===== config.mk =====
export PLATFORM = sky130hd
export DESIGN_NAME = haptic_detent_force_unit
export DESIGN_NICKNAME = d
export VERILOG_FILES = /design/src/sv/hdf_pkg.sv /design/src/sv/hdf_mul.sv /design/src/sv/hdf_div.sv /design/src/sv/haptic_detent_force_unit.sv
export SDC_FILE = /design/constraint.sdc
export NUM_CORES = 2
export LEC_CHECK = 0
export ABC_CLOCK_PERIOD_IN_PS = 7000
export BUFFER_PORTS_ARGS = -buffer_cell sky130_fd_sc_hd__buf_4
export CELL_PAD_IN_SITES_DETAIL_PLACEMENT = 1
export CELL_PAD_IN_SITES_GLOBAL_PLACEMENT = 1
export CORE_ASPECT_RATIO = 1.2
export CORE_MARGIN = 1
export CORE_UTILIZATION = 49
export DETAILED_ROUTE_END_ITERATION = 7
export GPL_TIMING_DRIVEN = 0
export PLACE_DENSITY = 0.93
export SLEW_MARGIN = 15
export SYNTH_ARGS = -nofsm -noshare
export SYNTH_HDL_FRONTEND = slang
export SYNTH_SLANG_ARGS = --single-unit

===== constraint.sdc =====
create_clock -name clk_i -period 7 [get_ports clk_i]
set_input_delay 0.35 -clock clk_i [delete_from_list [all_inputs] [get_ports clk_i]]
set_output_delay 0.35 -clock clk_i [all_outputs]
set_load 0.05 [all_outputs]

===== src/sv/hdf_pkg.sv =====
// ----------------------------------------------------------------------------
// hdf_pkg: shared constants of the haptic detent force unit
// Fixed-point format, mode and register codes, serial unit widths.
// ----------------------------------------------------------------------------
`default_nettype none

package hdf_pkg;

  // Angle fraction bits (Q16.16)
  localparam int ANGLE_FRAC_BITS = 16;

  // 2*pi with 32 fraction bits, rounded to the angle format
  localparam longint TWO_PI_Q32 = 64'd26986075409;
  localparam logic [31:0] TWO_PI_ANG =
      32'((TWO_PI_Q32 + (64'd1 << (31 - ANGLE_FRAC_BITS))) >> (32 - ANGLE_FRAC_BITS));

  localparam logic [7:0] BORDER_STRENGTH = 8'd255;

  // Modes
  localparam logic [1:0] MODE_HIT    = 2'd0;
  localparam logic [1:0] MODE_OPEN   = 2'd1;
  localparam logic [1:0] MODE_BORDER = 2'd2;
  localparam logic [1:0] MODE_NONE   = 2'd3;

  // Register indexes
  localparam logic [2:0] REG_MODE       = 3'd0;
  localparam logic [2:0] REG_SNAP_COUNT = 3'd1;
  localparam logic [2:0] REG_STRENGTH   = 3'd2;
  localparam logic [2:0] REG_LOWER      = 3'd3;
  localparam logic [2:0] REG_UPPER      = 3'd4;
  localparam logic [2:0] REG_SCALE      = 3'd5;

  // Serial multiplier widths
  localparam int MUL_A_W = 41;
  localparam int MUL_B_W = 32;
  localparam int MUL_P_W = MUL_A_W + MUL_B_W;

  // Serial divider widths
  localparam int DIV_N_W = 42;
  localparam int DIV_D_W = 34;
  localparam int DIV_C_W = $clog2(DIV_N_W);

endpackage

`default_nettype wire


===== src/sv/hdf_mul.sv =====
// ----------------------------------------------------------------------------
// hdf_mul: bit-serial shift-add multiplier
// One multiplier bit per cycle, stops early once the remaining bits are zero.
// ----------------------------------------------------------------------------
`default_nettype none

module hdf_mul (
  input  wire logic                        clk_i,
  input  wire logic                        rst_ni,
  input  wire logic                        start_i,
  input  wire logic [hdf_pkg::MUL_A_W-1:0] a_i,
  input  wire logic [hdf_pkg::MUL_B_W-1:0] b_i,
  output logic                             done_o,
  output logic [hdf_pkg::MUL_P_W-1:0]      p_o
);

  logic                        busy_q;
  logic [hdf_pkg::MUL_P_W-1:0] mc_q;
  logic [hdf_pkg::MUL_B_W-1:0] mp_q;
  logic [hdf_pkg::MUL_P_W-1:0] acc_q;

  assign done_o = busy_q && (mp_q == '0);
  assign p_o    = acc_q;

  // Control: busy until the multiplier bits run out
  always_ff @(posedge clk_i or negedge rst_ni) begin
    if (!rst_ni) begin
      busy_q <= 1'b0;
    end else if (start_i) begin
      busy_q <= 1'b1;
    end else if (done_o) begin
      busy_q <= 1'b0;
    end
  end

  // Datapath: add shifted multiplicand per set bit
  always_ff @(posedge clk_i) begin
    if (start_i) begin
      mc_q  <= hdf_pkg::MUL_P_W'(a_i);
      mp_q  <= b_i;
      acc_q <= '0;
    end else if (busy_q && (mp_q != '0)) begin
      if (mp_q[0]) begin
        acc_q <= acc_q + mc_q;
      end
      mc_q <= {mc_q[hdf_pkg::MUL_P_W-2:0], 1'b0};
      mp_q <= {1'b0, mp_q[hdf_pkg::MUL_B_W-1:1]};
    end
  end

endmodule

`default_nettype wire


===== src/sv/hdf_div.sv =====
// ----------------------------------------------------------------------------
// hdf_div: restoring divider
// One quotient bit per cycle over the full numerator width.
// ----------------------------------------------------------------------------
`default_nettype none

module hdf_div (
  input  wire logic                        clk_i,
  input  wire logic                        rst_ni,
  input  wire logic                        start_i,
  input  wire logic [hdf_pkg::DIV_N_W-1:0] num_i,
  input  wire logic [hdf_pkg::DIV_D_W-1:0] den_i,
  output logic                             done_o,
  output logic [hdf_pkg::DIV_N_W-1:0]      q_o
);

  logic                        busy_q;
  logic                        done_q;
  logic [hdf_pkg::DIV_C_W-1:0] cnt_q;
  logic [hdf_pkg::DIV_N_W-1:0] quo_q;
  logic [hdf_pkg::DIV_D_W-1:0] rem_q;
  logic [hdf_pkg::DIV_D_W-1:0] den_q;
  logic [hdf_pkg::DIV_D_W:0]   trial;
  logic                        take;

  // Shift in the next numerator bit and compare
  assign trial = {rem_q, quo_q[hdf_pkg::DIV_N_W-1]};
  assign take  = (trial >= {1'b0, den_q});

  assign done_o = done_q;
  assign q_o    = quo_q;

  // Control: fixed number of steps
  always_ff @(posedge clk_i or negedge rst_ni) begin
    if (!rst_ni) begin
      busy_q <= 1'b0;
      done_q <= 1'b0;
      cnt_q  <= '0;
    end else begin
      done_q <= 1'b0;
      if (start_i) begin
        busy_q <= 1'b1;
        cnt_q  <= '0;
      end else if (busy_q) begin
        if (cnt_q == hdf_pkg::DIV_C_W'(hdf_pkg::DIV_N_W - 1)) begin
          busy_q <= 1'b0;
          done_q <= 1'b1;
        end
        cnt_q <= cnt_q + 1'b1;
      end
    end
  end

  // Datapath: remainder and quotient shift registers
  always_ff @(posedge clk_i) begin
    if (start_i) begin
      quo_q <= num_i;
      rem_q <= '0;
      den_q <= den_i;
    end else if (busy_q) begin
      rem_q <= take ? hdf_pkg::DIV_D_W'(trial - {1'b0, den_q})
                    : trial[hdf_pkg::DIV_D_W-1:0];
      quo_q <= {quo_q[hdf_pkg::DIV_N_W-2:0], take};
    end
  end

endmodule

`default_nettype wire


===== src/sv/haptic_detent_force_unit.sv =====
// ----------------------------------------------------------------------------
// haptic_detent_force_unit: force law of a haptic knob
// Turns shaft-angle samples into a saturated drive force and snap index.
// ----------------------------------------------------------------------------
// Usage:
//   Input beats carry a shaft angle and a new target in tdata, the command in
//   tuser. A target beat loads the hit target and gives no output beat; an
//   angle beat gives one output beat with force, snap index and update flag.
//   Registers are to be written over the cfg port only while the unit is idle; the unit does not enforce this.
// Operation:
//   One item at a time. Work runs through a bit-serial multiplier, which
//   stops after the top set multiplier bit, and a restoring divider. Hit
//   and border push run two multiplies: distance times strength, then
//   times strength_scale. Snap modes, when they compute a snap, add two
//   multiply/divide pairs first. A target beat is taken in the idle state.
// Reset:
//   Registers take their reset values, strength_scale is 1.0, the target and
//   the snap index are zero, no output beat is pending.
// Stall:
//   A finished result sits in the output register until taken; the next item
//   may be accepted meanwhile, and its own result waits until the register
//   frees.
// ----------------------------------------------------------------------------
`default_nettype none

module haptic_detent_force_unit (
  input  wire logic        clk_i,
  input  wire logic        rst_ni,
  // tdata: angle[31:0], hit target[63:32]
  input  wire logic [63:0] s_axis_tdata,
  // tuser: cmd
  input  wire logic        s_axis_tuser,
  input  wire logic        s_axis_tvalid,
  output logic             s_axis_tready,
  // tdata: force_res[31:0], snap_index[47:32], snap_updated[48], zero[55:49]
  output logic [55:0]      m_axis_tdata,
  output logic             m_axis_tvalid,
  input  wire logic        m_axis_tready,
  input  wire logic        cfg_we_i,
  input  wire logic [2:0]  cfg_idx_i,
  input  wire logic [31:0] cfg_data_i
);

  typedef enum logic [3:0] {
    ST_IDLE, ST_MUL1, ST_DIV1, ST_MUL2, ST_DIV2, ST_FMUL1, ST_FMUL2, ST_FIN
  } state_e;

  // Configuration registers
  logic [1:0]         mode_q;
  logic [7:0]         snap_cnt_q;
  logic [7:0]         strength_q;
  logic signed [31:0] lower_q;
  logic signed [31:0] upper_q;
  logic [31:0]        scale_q;

  // Work registers
  state_e             st_q;
  logic               go_q;
  logic signed [31:0] target_q;
  logic signed [31:0] ang_q;
  logic [32:0]        x_q;
  logic [7:0]         k_q;
  logic [31:0]        d_q;
  logic signed [31:0] base_q;
  logic               neg_q;
  logic [21:0]        idx_q;
  logic               dneg_q;
  logic [32:0]        dmag_q;
  logic [7:0]         str_q;
  logic               zf_q;
  logic               upd_q;
  logic signed [15:0] snap_q;

  // Output register
  logic               m_valid_q;
  logic [31:0]        o_force_q;
  logic [15:0]        o_snap_q;
  logic               o_upd_q;

  // Serial units
  logic                        mul_done;
  logic [hdf_pkg::MUL_P_W-1:0] mul_p;
  logic [hdf_pkg::MUL_A_W-1:0] mul_a;
  logic [hdf_pkg::MUL_B_W-1:0] mul_b;
  logic                        div_done;
  logic [hdf_pkg::DIV_N_W-1:0] div_q;
  logic [hdf_pkg::DIV_N_W-1:0] div_num;
  logic [hdf_pkg::DIV_D_W-1:0] div_den;

  // Input fields
  logic               s_fire;
  logic signed [31:0] in_ang;
  logic signed [31:0] in_tgt;
  logic signed [35:0] d_hit;
  logic signed [35:0] d_lb;
  logic signed [35:0] d_ub;

  // Snap results
  logic [hdf_pkg::DIV_N_W-1:0] idx_cl;
  logic signed [15:0]          snap_sat;
  logic signed [35:0]          tgt_snap;
  logic signed [35:0]          d_snap;

  // Force saturation
  logic [56:0] f_mag;
  logic [56:0] f_lim;
  logic [31:0] f_sat;

  function automatic logic [32:0] mag33(input logic signed [35:0] v);
    logic [35:0] m;
    m = v[35] ? 36'(-v) : 36'(v);
    return m[32:0];
  endfunction

  assign s_axis_tready = (st_q == ST_IDLE);
  assign s_fire        = s_axis_tvalid && s_axis_tready;
  assign in_ang        = s_axis_tdata[31:0];
  assign in_tgt        = s_axis_tdata[63:32];

  // Differences toward target and borders
  assign d_hit = 36'(target_q) - 36'(in_ang);
  assign d_lb  = 36'(lower_q) - 36'(in_ang);
  assign d_ub  = 36'(upper_q) - 36'(in_ang);

  // Clamp the border index and saturate the snap index
  always_comb begin
    idx_cl = div_q;
    if ((mode_q == hdf_pkg::MODE_BORDER) && (div_q > hdf_pkg::DIV_N_W'(k_q))) begin
      idx_cl = hdf_pkg::DIV_N_W'(k_q);
    end
    if (neg_q) begin
      snap_sat = (idx_cl >= hdf_pkg::DIV_N_W'(32768)) ? 16'sh8000
                                                      : 16'(-idx_cl[15:0]);
    end else begin
      snap_sat = (idx_cl > hdf_pkg::DIV_N_W'(32767)) ? 16'sh7fff : 16'(idx_cl[15:0]);
    end
  end

  // Snap target and its distance
  assign tgt_snap = 36'(base_q) + (neg_q ? -36'(div_q[33:0]) : 36'(div_q[33:0]));
  assign d_snap   = tgt_snap - 36'(ang_q);

  // Saturate the force magnitude
  assign f_mag = mul_p[hdf_pkg::MUL_P_W-1:hdf_pkg::ANGLE_FRAC_BITS];
  assign f_lim = dneg_q ? 57'h80000000 : 57'h7fffffff;
  always_comb begin
    f_sat = (f_mag > f_lim) ? f_lim[31:0] : f_mag[31:0];
    if (dneg_q) begin
      f_sat = -f_sat;
    end
  end

  // Route operands to the serial units
  always_comb begin
    mul_a   = '0;
    mul_b   = '0;
    div_num = '0;
    div_den = '0;
    case (st_q)
      ST_MUL1: begin
        mul_a = hdf_pkg::MUL_A_W'(x_q);
        mul_b = hdf_pkg::MUL_B_W'(k_q);
      end
      ST_DIV1: begin
        div_num = {mul_p[hdf_pkg::DIV_N_W-2:0], 1'b0} + hdf_pkg::DIV_N_W'(d_q);
        div_den = {1'b0, d_q, 1'b0};
      end
      ST_MUL2: begin
        mul_a = hdf_pkg::MUL_A_W'(idx_q);
        mul_b = d_q;
      end
      ST_DIV2: begin
        div_num = {mul_p[hdf_pkg::DIV_N_W-2:0], 1'b0} + hdf_pkg::DIV_N_W'(k_q);
        div_den = hdf_pkg::DIV_D_W'({k_q, 1'b0});
      end
      ST_FMUL1: begin
        mul_a = hdf_pkg::MUL_A_W'(dmag_q);
        mul_b = hdf_pkg::MUL_B_W'(str_q);
      end
      ST_FMUL2: begin
        mul_a = mul_p[hdf_pkg::MUL_A_W-1:0];
        mul_b = scale_q;
      end
      default: begin
        mul_a = '0;
      end
    endcase
  end

  hdf_mul u_mul (
    .clk_i   (clk_i),
    .rst_ni  (rst_ni),
    .start_i (go_q && (st_q == ST_MUL1 || st_q == ST_MUL2 ||
                       st_q == ST_FMUL1 || st_q == ST_FMUL2)),
    .a_i     (mul_a),
    .b_i     (mul_b),
    .done_o  (mul_done),
    .p_o     (mul_p)
  );

  hdf_div u_div (
    .clk_i   (clk_i),
    .rst_ni  (rst_ni),
    .start_i (go_q && (st_q == ST_DIV1 || st_q == ST_DIV2)),
    .num_i   (div_num),
    .den_i   (div_den),
    .done_o  (div_done),
    .q_o     (div_q)
  );

  // Write configuration registers
  always_ff @(posedge clk_i or negedge rst_ni) begin
    if (!rst_ni) begin
      mode_q     <= hdf_pkg::MODE_HIT;
      snap_cnt_q <= '0;
      strength_q <= '0;
      lower_q    <= '0;
      upper_q    <= '0;
      scale_q    <= 32'h0001_0000;
    end else if (cfg_we_i) begin
      case (cfg_idx_i)
        hdf_pkg::REG_MODE:       mode_q     <= cfg_data_i[1:0];
        hdf_pkg::REG_SNAP_COUNT: snap_cnt_q <= cfg_data_i[7:0];
        hdf_pkg::REG_STRENGTH:   strength_q <= cfg_data_i[7:0];
        hdf_pkg::REG_LOWER:      lower_q    <= cfg_data_i;
        hdf_pkg::REG_UPPER:      upper_q    <= cfg_data_i;
        hdf_pkg::REG_SCALE:      scale_q    <= cfg_data_i;
        default: begin
        end
      endcase
    end
  end

  // Sequence one item and hold the output register
  always_ff @(posedge clk_i or negedge rst_ni) begin
    if (!rst_ni) begin
      st_q      <= ST_IDLE;
      go_q      <= 1'b0;
      target_q  <= '0;
      snap_q    <= '0;
      m_valid_q <= 1'b0;
      ang_q     <= '0;
      x_q       <= '0;
      k_q       <= '0;
      d_q       <= '0;
      base_q    <= '0;
      neg_q     <= 1'b0;
      idx_q     <= '0;
      dneg_q    <= 1'b0;
      dmag_q    <= '0;
      str_q     <= '0;
      zf_q      <= 1'b0;
      upd_q     <= 1'b0;
      o_force_q <= '0;
      o_snap_q  <= '0;
      o_upd_q   <= 1'b0;
    end else begin
      go_q <= 1'b0;
      // Drop the output beat once taken, unless a new one replaces it
      if (m_valid_q && m_axis_tready && (st_q != ST_FIN)) begin
        m_valid_q <= 1'b0;
      end
      case (st_q)
        ST_IDLE: begin
          if (s_fire) begin
            if (s_axis_tuser) begin
              target_q <= in_tgt;
            end else begin
              ang_q <= in_ang;
              zf_q  <= 1'b0;
              upd_q <= 1'b0;
              str_q <= strength_q;
              case (mode_q)
                hdf_pkg::MODE_HIT: begin
                  dneg_q <= d_hit[35];
                  dmag_q <= mag33(d_hit);
                  st_q   <= ST_FMUL1;
                  go_q   <= 1'b1;
                end
                hdf_pkg::MODE_OPEN: begin
                  if (snap_cnt_q == '0) begin
                    zf_q <= 1'b1;
                    st_q <= ST_FIN;
                  end else begin
                    x_q    <= mag33(36'(in_ang));
                    k_q    <= snap_cnt_q;
                    d_q    <= hdf_pkg::TWO_PI_ANG;
                    base_q <= '0;
                    neg_q  <= in_ang[31];
                    st_q   <= ST_MUL1;
                    go_q   <= 1'b1;
                  end
                end
                hdf_pkg::MODE_BORDER: begin
                  if (in_ang < lower_q) begin
                    dneg_q <= d_lb[35];
                    dmag_q <= mag33(d_lb);
                    str_q  <= hdf_pkg::BORDER_STRENGTH;
                    st_q   <= ST_FMUL1;
                    go_q   <= 1'b1;
                  end else if (in_ang > upper_q) begin
                    dneg_q <= d_ub[35];
                    dmag_q <= mag33(d_ub);
                    str_q  <= hdf_pkg::BORDER_STRENGTH;
                    st_q   <= ST_FMUL1;
                    go_q   <= 1'b1;
                  end else if (snap_cnt_q == '0) begin
                    zf_q <= 1'b1;
                    st_q <= ST_FIN;
                  end else if ((snap_cnt_q == 8'd1) || (lower_q == upper_q)) begin
                    // single point: snap straight to the lower border
                    snap_q <= '0;
                    upd_q  <= 1'b1;
                    dneg_q <= d_lb[35];
                    dmag_q <= mag33(d_lb);
                    st_q   <= ST_FMUL1;
                    go_q   <= 1'b1;
                  end else begin
                    x_q    <= 33'(-d_lb);
                    k_q    <= snap_cnt_q - 8'd1;
                    d_q    <= 32'(upper_q - lower_q);
                    base_q <= lower_q;
                    neg_q  <= 1'b0;
                    st_q   <= ST_MUL1;
                    go_q   <= 1'b1;
                  end
                end
                default: begin
                  zf_q <= 1'b1;
                  st_q <= ST_FIN;
                end
              endcase
            end
          end
        end
        ST_MUL1: begin
          if (mul_done) begin
            st_q <= ST_DIV1;
            go_q <= 1'b1;
          end
        end
        ST_DIV1: begin
          if (div_done) begin
            idx_q  <= idx_cl[21:0];
            snap_q <= snap_sat;
            upd_q  <= 1'b1;
            st_q   <= ST_MUL2;
            go_q   <= 1'b1;
          end
        end
        ST_MUL2: begin
          if (mul_done) begin
            st_q <= ST_DIV2;
            go_q <= 1'b1;
          end
        end
        ST_DIV2: begin
          if (div_done) begin
            dneg_q <= d_snap[35];
            dmag_q <= mag33(d_snap);
            st_q   <= ST_FMUL1;
            go_q   <= 1'b1;
          end
        end
        ST_FMUL1: begin
          if (mul_done) begin
            st_q <= ST_FMUL2;
            go_q <= 1'b1;
          end
        end
        ST_FMUL2: begin
          if (mul_done) begin
            st_q <= ST_FIN;
          end
        end
        ST_FIN: begin
          if (!m_valid_q || m_axis_tready) begin
            m_valid_q <= 1'b1;
            o_force_q <= zf_q ? 32'd0 : f_sat;
            o_snap_q  <= snap_q;
            o_upd_q   <= upd_q;
            st_q      <= ST_IDLE;
          end
        end
        default: begin
          st_q <= ST_IDLE;
        end
      endcase
    end
  end

  assign m_axis_tvalid = m_valid_q;
  assign m_axis_tdata  = {7'd0, o_upd_q, o_snap_q, o_force_q};

  // A result appears only out of the final state
  assert property (@(posedge clk_i) disable iff (!rst_ni)
    $rose(m_valid_q) |-> $past(st_q == ST_FIN))
    else $error("output beat raised outside the final state");

  // A snap update only comes from a snap mode
  assert property (@(posedge clk_i) disable iff (!rst_ni)
    (st_q == ST_FIN && upd_q) |->
      (mode_q == hdf_pkg::MODE_OPEN || mode_q == hdf_pkg::MODE_BORDER))
    else $error("snap update in a mode without snaps");

  // The border index stays within the snap range
  assert property (@(posedge clk_i) disable iff (!rst_ni)
    (st_q == ST_MUL2 && mode_q == hdf_pkg::MODE_BORDER) |-> (idx_q <= 22'(k_q)))
    else $error("border snap index beyond the last point");

  // No new item while one is at work
  assert property (@(posedge clk_i) disable iff (!rst_ni)
    (st_q != ST_IDLE) |-> !s_axis_tready)
    else $error("input accepted while busy");

endmodule

`default_nettype wire

[After elaboration in Yosys (flattened, before gate mapping)]
Index checks and enable logic that the tools add are counted.
W data, S select, Z words.
Cells by class
  bitwise gates (word level): 1
  eq/ne operators: 40
  reduce and logical (&&, ||, !) cells: 45
  add/subtract/negate cells: 20
  mux-type cells: 136
  order comparisons: 7
Operator list (count)
  $mux W33: 17
  $mux W32: 16
  $pmux W33 S2: 4
  $mux W16: 11
  $pmux W41 S4: 1
  $neg A33 Y33: 4
  $pmux W32 S2: 2
  $pmux W32 S4: 1
  $mux W42: 3
  $sub A32 B32 Y33: 3
  $pmux W42 S2: 1
  $mux W41: 2
  $add A73 B73 Y73: 1
  $mux W8: 8
  $gt A57 B32 Y1: 1
  $add A42 B32 Y42: 1
  $add A42 B8 Y42: 1
  $ge A42 B16 Y1 const B: 1
  $gt A42 B15 Y1 const B: 1
  $gt A42 B8 Y1: 1
  $mux W1: 41
  $add A36 B36 Y36: 1
  $mux W36: 1
  $mux W4: 9
  56 further kinds: 117
Storage, ports and cells
  logic and storage cells: 286
  output and inout port bits: 58
  input bits: 105
  flip-flop bits (word level): 718

[Logic depth before layout (Yosys ltp)]
  depth after elaboration: 11
  depth in mapped cells: 25
  mapped depth without buffers: 23

[Hierarchy]
From an unflattened synthesis, not the netlist that was laid out.
Unflattened totals
  cells, all modules: 6665
  area, all modules: 56305.3 um^2
By module, submodules not included
  haptic_detent_force_unit: area an instance 38182.9 um^2, cells an instance 4720, times used 1, sequential area each 10511.3 um^2
  hdf_mul: area an instance 11214.5 um^2, cells an instance 1291, times used 1, sequential area each 4319.1 um^2
  hdf_div: area an instance 6907.9 um^2, cells an instance 654, times used 1, sequential area each 3163.0 um^2

[Least setup slack after synthesis]
OpenSTA, ideal clock, no wires.
  path type: register to register
  start: register u_div.quo_q, in the netlist u_div.q_o[3]
  end: register dmag_q[28]
  setup time: 0.141 ns
  data required time: 6.859 ns
  setup slack: 1.548 ns
  clock period less this slack: 5.452 ns
  stages on the path, launching flop included: 24
  arrival time: 5.311 ns
  path buffers: 2
  path through: edfxtp_1 clkbuf_1 nor4_1 nand4_1 or3_1 nand2_1 xor2_1 fa_1 inv_1 ha_1 clkbuf_1 and2_1 and3_1 a221o_1 a2bb2oi_1 a31oi_1 xor2_1 nor4_1 nand2_1 nor4_1 a21oi_1 xnor2_1 a22oi_1 a31oi_1
Between the ends
  cells in the longest elaborated chain, start to end: 8
Ends and longest elaborated chain
  start, declared: line hdf_div.sv:20  | logic [hdf_pkg::DIV_N_W-1:0] quo_q;
  start signal, assigned: line hdf_div.sv:57  | quo_q <= num_i;
  start signal, assigned: line hdf_div.sv:63  | quo_q <= {quo_q[hdf_pkg::DIV_N_W-2:0], take};
  $neg A34 Y36: line haptic_detent_force_unit.sv:140  | assign tgt_snap = 36'(base_q) + (neg_q ? -36'(div_q[33:0]) : 36'(div_q[33:0]));
  $mux W36 *: line haptic_detent_force_unit.sv:140
  $add A36 B36 Y36 *: line haptic_detent_force_unit.sv:140
  $sub A36 B32 Y36 *: line haptic_detent_force_unit.sv:141  | assign d_snap = tgt_snap - 36'(ang_q);
  $neg A33 Y33: line haptic_detent_force_unit.sv:111  | m = v[35] ? 36'(-v) : 36'(v);
  $mux W33 *: line haptic_detent_force_unit.sv:111
  $mux W33 *: line haptic_detent_force_unit.sv:358  | if (div_done) begin
  $pmux W33 S2 *: line haptic_detent_force_unit.sv:263  | case (st_q)
  end signal, assigned: line haptic_detent_force_unit.sv:276  | dmag_q <= mag33(d_hit);
  end signal, assigned: line haptic_detent_force_unit.sv:297  | dmag_q <= mag33(d_lb);
  end signal, assigned: line haptic_detent_force_unit.sv:360  | dmag_q <= mag33(d_snap);
  end, declared: line haptic_detent_force_unit.sv:68  | logic [32:0] dmag_q;
Mark *: on every way between the ends. The rest lies on a longest branch, timed or not. The select of a mux whose other input is x is not followed.
A chain may end at the register's enable or synchronous reset.

[Final worst setup path]
  start: register u_div.quo_q, in the netlist u_div.q_o[3]
  end: register dmag_q[14]
The elaborated chain is that of the path after synthesis.

==> metrics.log <==
INFO  metric post_synthesis_instance_total = between 6000 and 7000
INFO  metric nets = approximately 7100
INFO  metric gr-usage-met1 = 0.462
INFO  metric summed_instance_area_of_the_synthesized_netlist = about 0.054 mm²
INFO  metric cts_inserted_buffers = 83
INFO  metric synth_edf_count = 147
INFO  metric async_flop_share = 0.600
INFO  metric slew_headroom = 0.0949
INFO  metric io_pins = about 160
INFO  metric yosys.area_share.xor_xnor = 0.0765
INFO  metric worst_ep_arrival_time = 7.47 ns
INFO  metric number_of_synthesized_register_bits = 715
INFO  metric clock_insertion_delay_worst_skew = about 0.75 ns
INFO  metric max_clock_skew = 0.0348 ns
INFO  metric worst_pin_slew = 1.34 ns
INFO  metric detailroute.via_count = about 54000
INFO  metric dieHeight = 364 µm
INFO  metric core_area = 0.108 mm²
INFO  metric ant_nets = 0
INFO  metric timing_hold_violations_final = 0
INFO  metric post-route-worst-setup-slack = ~0.17 ns
INFO  metric outcome = complete, no violations
INFO  metric worst_setup_hold_path_clk_slew = 0.07 ns
INFO  metric std_cell_rows = 132
INFO  metric wirelength_per_cell = between 30 and 40 µm
INFO  metric period_share = 0.976
INFO  metric synth.area.mux_share = 0.0511
INFO  metric cp_max_fanout = 10
INFO  metric setup_viol = 0
INFO  metric yosys_most_used_dff = dfrtp_1
INFO  metric cp_data_required_time = ~7.6 ns
INFO  metric remaining_drc_errors = 0
INFO  metric drt_first_iter_violations = 5353
INFO  metric cts.sinks = ~700
INFO  metric gp_congestion = 1.07
INFO  metric number_of_detailed_routing_iterations_run_before_antenna_repair = 5
INFO  metric grt_busiest_layer = met2
INFO  metric rsz0062_at_grt = false
INFO  metric grtUsageMet3 = 0.121
INFO  metric yosys.area_share.adder = 0.0978
INFO  metric synth_simple_gate_area_frac = 0.167
INFO  metric grt_util_met2 = 0.706
INFO  metric layout_min_cycle_time = slightly below 7 ns
INFO  metric post-dp-hpwl = about 190000 µm
INFO  metric die_width = roughly 300 µm
INFO  metric grt-ovfl-total = 0
INFO  metric synth_seq_area_share = 0.334
INFO  metric grt_start_max_net_pins = 105
INFO  metric timing_worst_setup_path_type = reg -> reg
INFO  metric grt_pass1_vias = ~57000
INFO  metric setup_slack_after_placement = -0.0340 ns
INFO  metric worst_setup_ep_type = flop
INFO  metric floorplan.initialDensity = 0.496
INFO  metric warnings_from_yosys = 0
INFO  metric post_drt_via_cell_ratio = 6.73
INFO  metric clock_path_buffers = 3
INFO  metric worstHoldPathType = in -> reg
INFO  metric post_route_cells_drive_above_1_share = 0.0932
INFO  metric max_cap_violations = 0
INFO  metric cts_max_level = 3
INFO  metric portBuffers = approximately 150
INFO  metric tritoncts = yes
INFO  metric groute.usage.overall = 0.443
INFO  metric design.die.area = roughly 0.11 mm²
INFO  metric timing.reg2reg.setup_slack = roughly 0.17 ns
INFO  metric timing.final.max_slew_violations = 0
INFO  metric drt_wl_total = ~250000 µm
INFO  metric cts_root_buf = clkbuf_16
INFO  metric grt_pass1_wl = ~370000 µm
INFO  metric netlist-cell-type-count = roughly 120
INFO  metric synth-compound-area-share = 0.227
INFO  metric syn_avg_cell_area = 8.59 µm²
INFO  metric achievable-frequency = around 150 MHz
INFO  metric post-cts-setup-buffer-count = 0
INFO  metric start_kind = flop
INFO  metric number_of_antenna_violations_at_the_first_check_in_global_routing = 12
INFO  metric largest_family_of_logic_cells_by_synthesized_area = compound AO/OA/AOI/OAI gates
INFO  metric area_growth = 13.3%
[final cells by class]
cell class / count / area, µm²
Fill cell: 12800 / 47400
Multi-Input combinational cell: 4896 / 33400
Sequential cell: 715 / 17900
Clock buffer: 110 / 2390
Timing Repair Buffer: 258 / 2310
Tap cell: 1407 / 1760
Buffer: 322 / 1290
Inverter: 318 / 1190
Clock inverter: 41 / 520
Antenna cell: 8 / 20.0
[worst paths after layout]
kind	startpoint	cells after the start	end
max reg2reg	u_div.q_o[3]	25	dmag_q[14]
max in group asynchronous	rst_ni	5	dneg_q
min reg2reg	u_mul.mc_q[53]	2	u_mul.mc_q[54]
min	s_axis_tdata[0]	2	ang_q[0]
max	u_div.q_o[3]	25	dmag_q[14]
min in group asynchronous	rst_ni	2	lower_q[11]
[worst max-delay path: stages, from the launching register on]
cell,delay (ns)
edfxtp_1,0.40
clkbuf_1,0.28
nor4_4,0.44
nand4_1,0.21
or3_1,0.39
or2_1,0.33
o21ai_0,0.24
xor2_1,0.15
fa_1,0.52
inv_1,0.06
ha_1,0.28
clkbuf_1,0.33
a21oi_1,0.14
o21bai_1,0.21
a21o_1,0.22
a21oi_1,0.12
o211ai_1,0.20
a21oi_1,0.12
o31ai_1,0.44
mux2i_2,0.41
nor2_1,0.14
buf_6,0.17
a21oi_1,0.17
xor2_1,0.39
nor2_1,0.09
a221o_1,0.28
[per-stage QoR]
stage	cells	instance area [µm²]	setup TNS, ns	utilization	hold slack, ns
finish	8075	60800	0	0.562	0.0453
global route	8068	60800	0	0.562	0.0402
CTS	8067	60700	0	0.561	0.0234
detailed placement	7821	56800	-0.0340	0.525	0.384
global placement	7812	56600	-0.0317	0.523	0.455
floorplan	6251	53700	0	-	0.0544
[cells by family after synthesis]
group           Yosys count
compound gates         1890
simple gates           1888
flops                   715
buf+inv                 640
xor+xnor                468
fa+ha+maj               394
mux                     249
other cells               1
[synthesized netlist by cell type (81+ instances only)]
library cell / count / area, µm²
o21ai_0: 422 / 2110
nor2_1: 494 / 1850
a21oi_1: 536 / 2680
inv_1: 316 / 1190
mux2_2: 194 / 2180
dfrtp_1: 428 / 10700
a21o_1: 183 / 1370
dfxtp_1: 139 / 2780
and2_1: 81 / 507
xnor2_1: 260 / 2280
nor3_1: 102 / 510
ha_1: 352 / 4400
nand3_1: 115 / 576
xor2_1: 207 / 1810
edfxtp_1: 147 / 4410
nand2_1: 658 / 2470
clkbuf_1: 265 / 995
[registers in the layout, summed over array words and instances, names as in the netlist, 22 cells and up]
register     cells
u_div.q_o       42
target_q        32
u_mul.p_o       73
u_mul.mp_q      32
u_div.den_q     32
u_div.rem_q     34
lower_q         32
o_force_q       32
d_q             32
idx_q           22
dmag_q          33
base_q          32
u_mul.mc_q      73
ang_q           32
x_q             33
upper_q         32
scale_q         32
[routing by layer]
metal | up-vias | routed length [µm] | share of wire
li1 | 23300 | - | -
met1 | 26800 | 85000 | 0.34
met2 | 3037 | 112000 | 0.45
met3 | 1275 | 22300 | 0.089
met4 | 12 | 30500 | 0.12
met5 | - | 103 | 0.00041
[cells in the final DEF (no fill, tap or decap), types with 59 or more instances in the layout]
cell type and n:
nand2_1 655, a21oi_1 536, nor2_1 493, dfrtp_1 427, o21ai_0 422, ha_1 352, inv_1 315, clkbuf_1 271
xnor2_1 260, xor2_1 205, mux2_2 194, a21o_1 183, buf_4 163, edfxtp_1 147, dfxtp_1 139, nand3_1 115
nor3_1 99, dlygate4sd3_1 95, clkbuf_16 86, and2_1 81, a31oi_1 80, a221oi_1 71, a211oi_1 68, nand2b_1 65
nand4_1 59
[repair_timing]
action / 4_1_cts / 5_1_grt
gates cloned: 0 / 0
gates resized for setup: 1 / 14
setup endpoints to repair: 2 / 34
hold buffers: 95 / 0
pin swaps: 0 / 0
endpoints found under the hold margin: 244 / 0
Power is not shown: default switching activity piles up to over one toggle a cycle in this logic, so the estimate is an artifact.
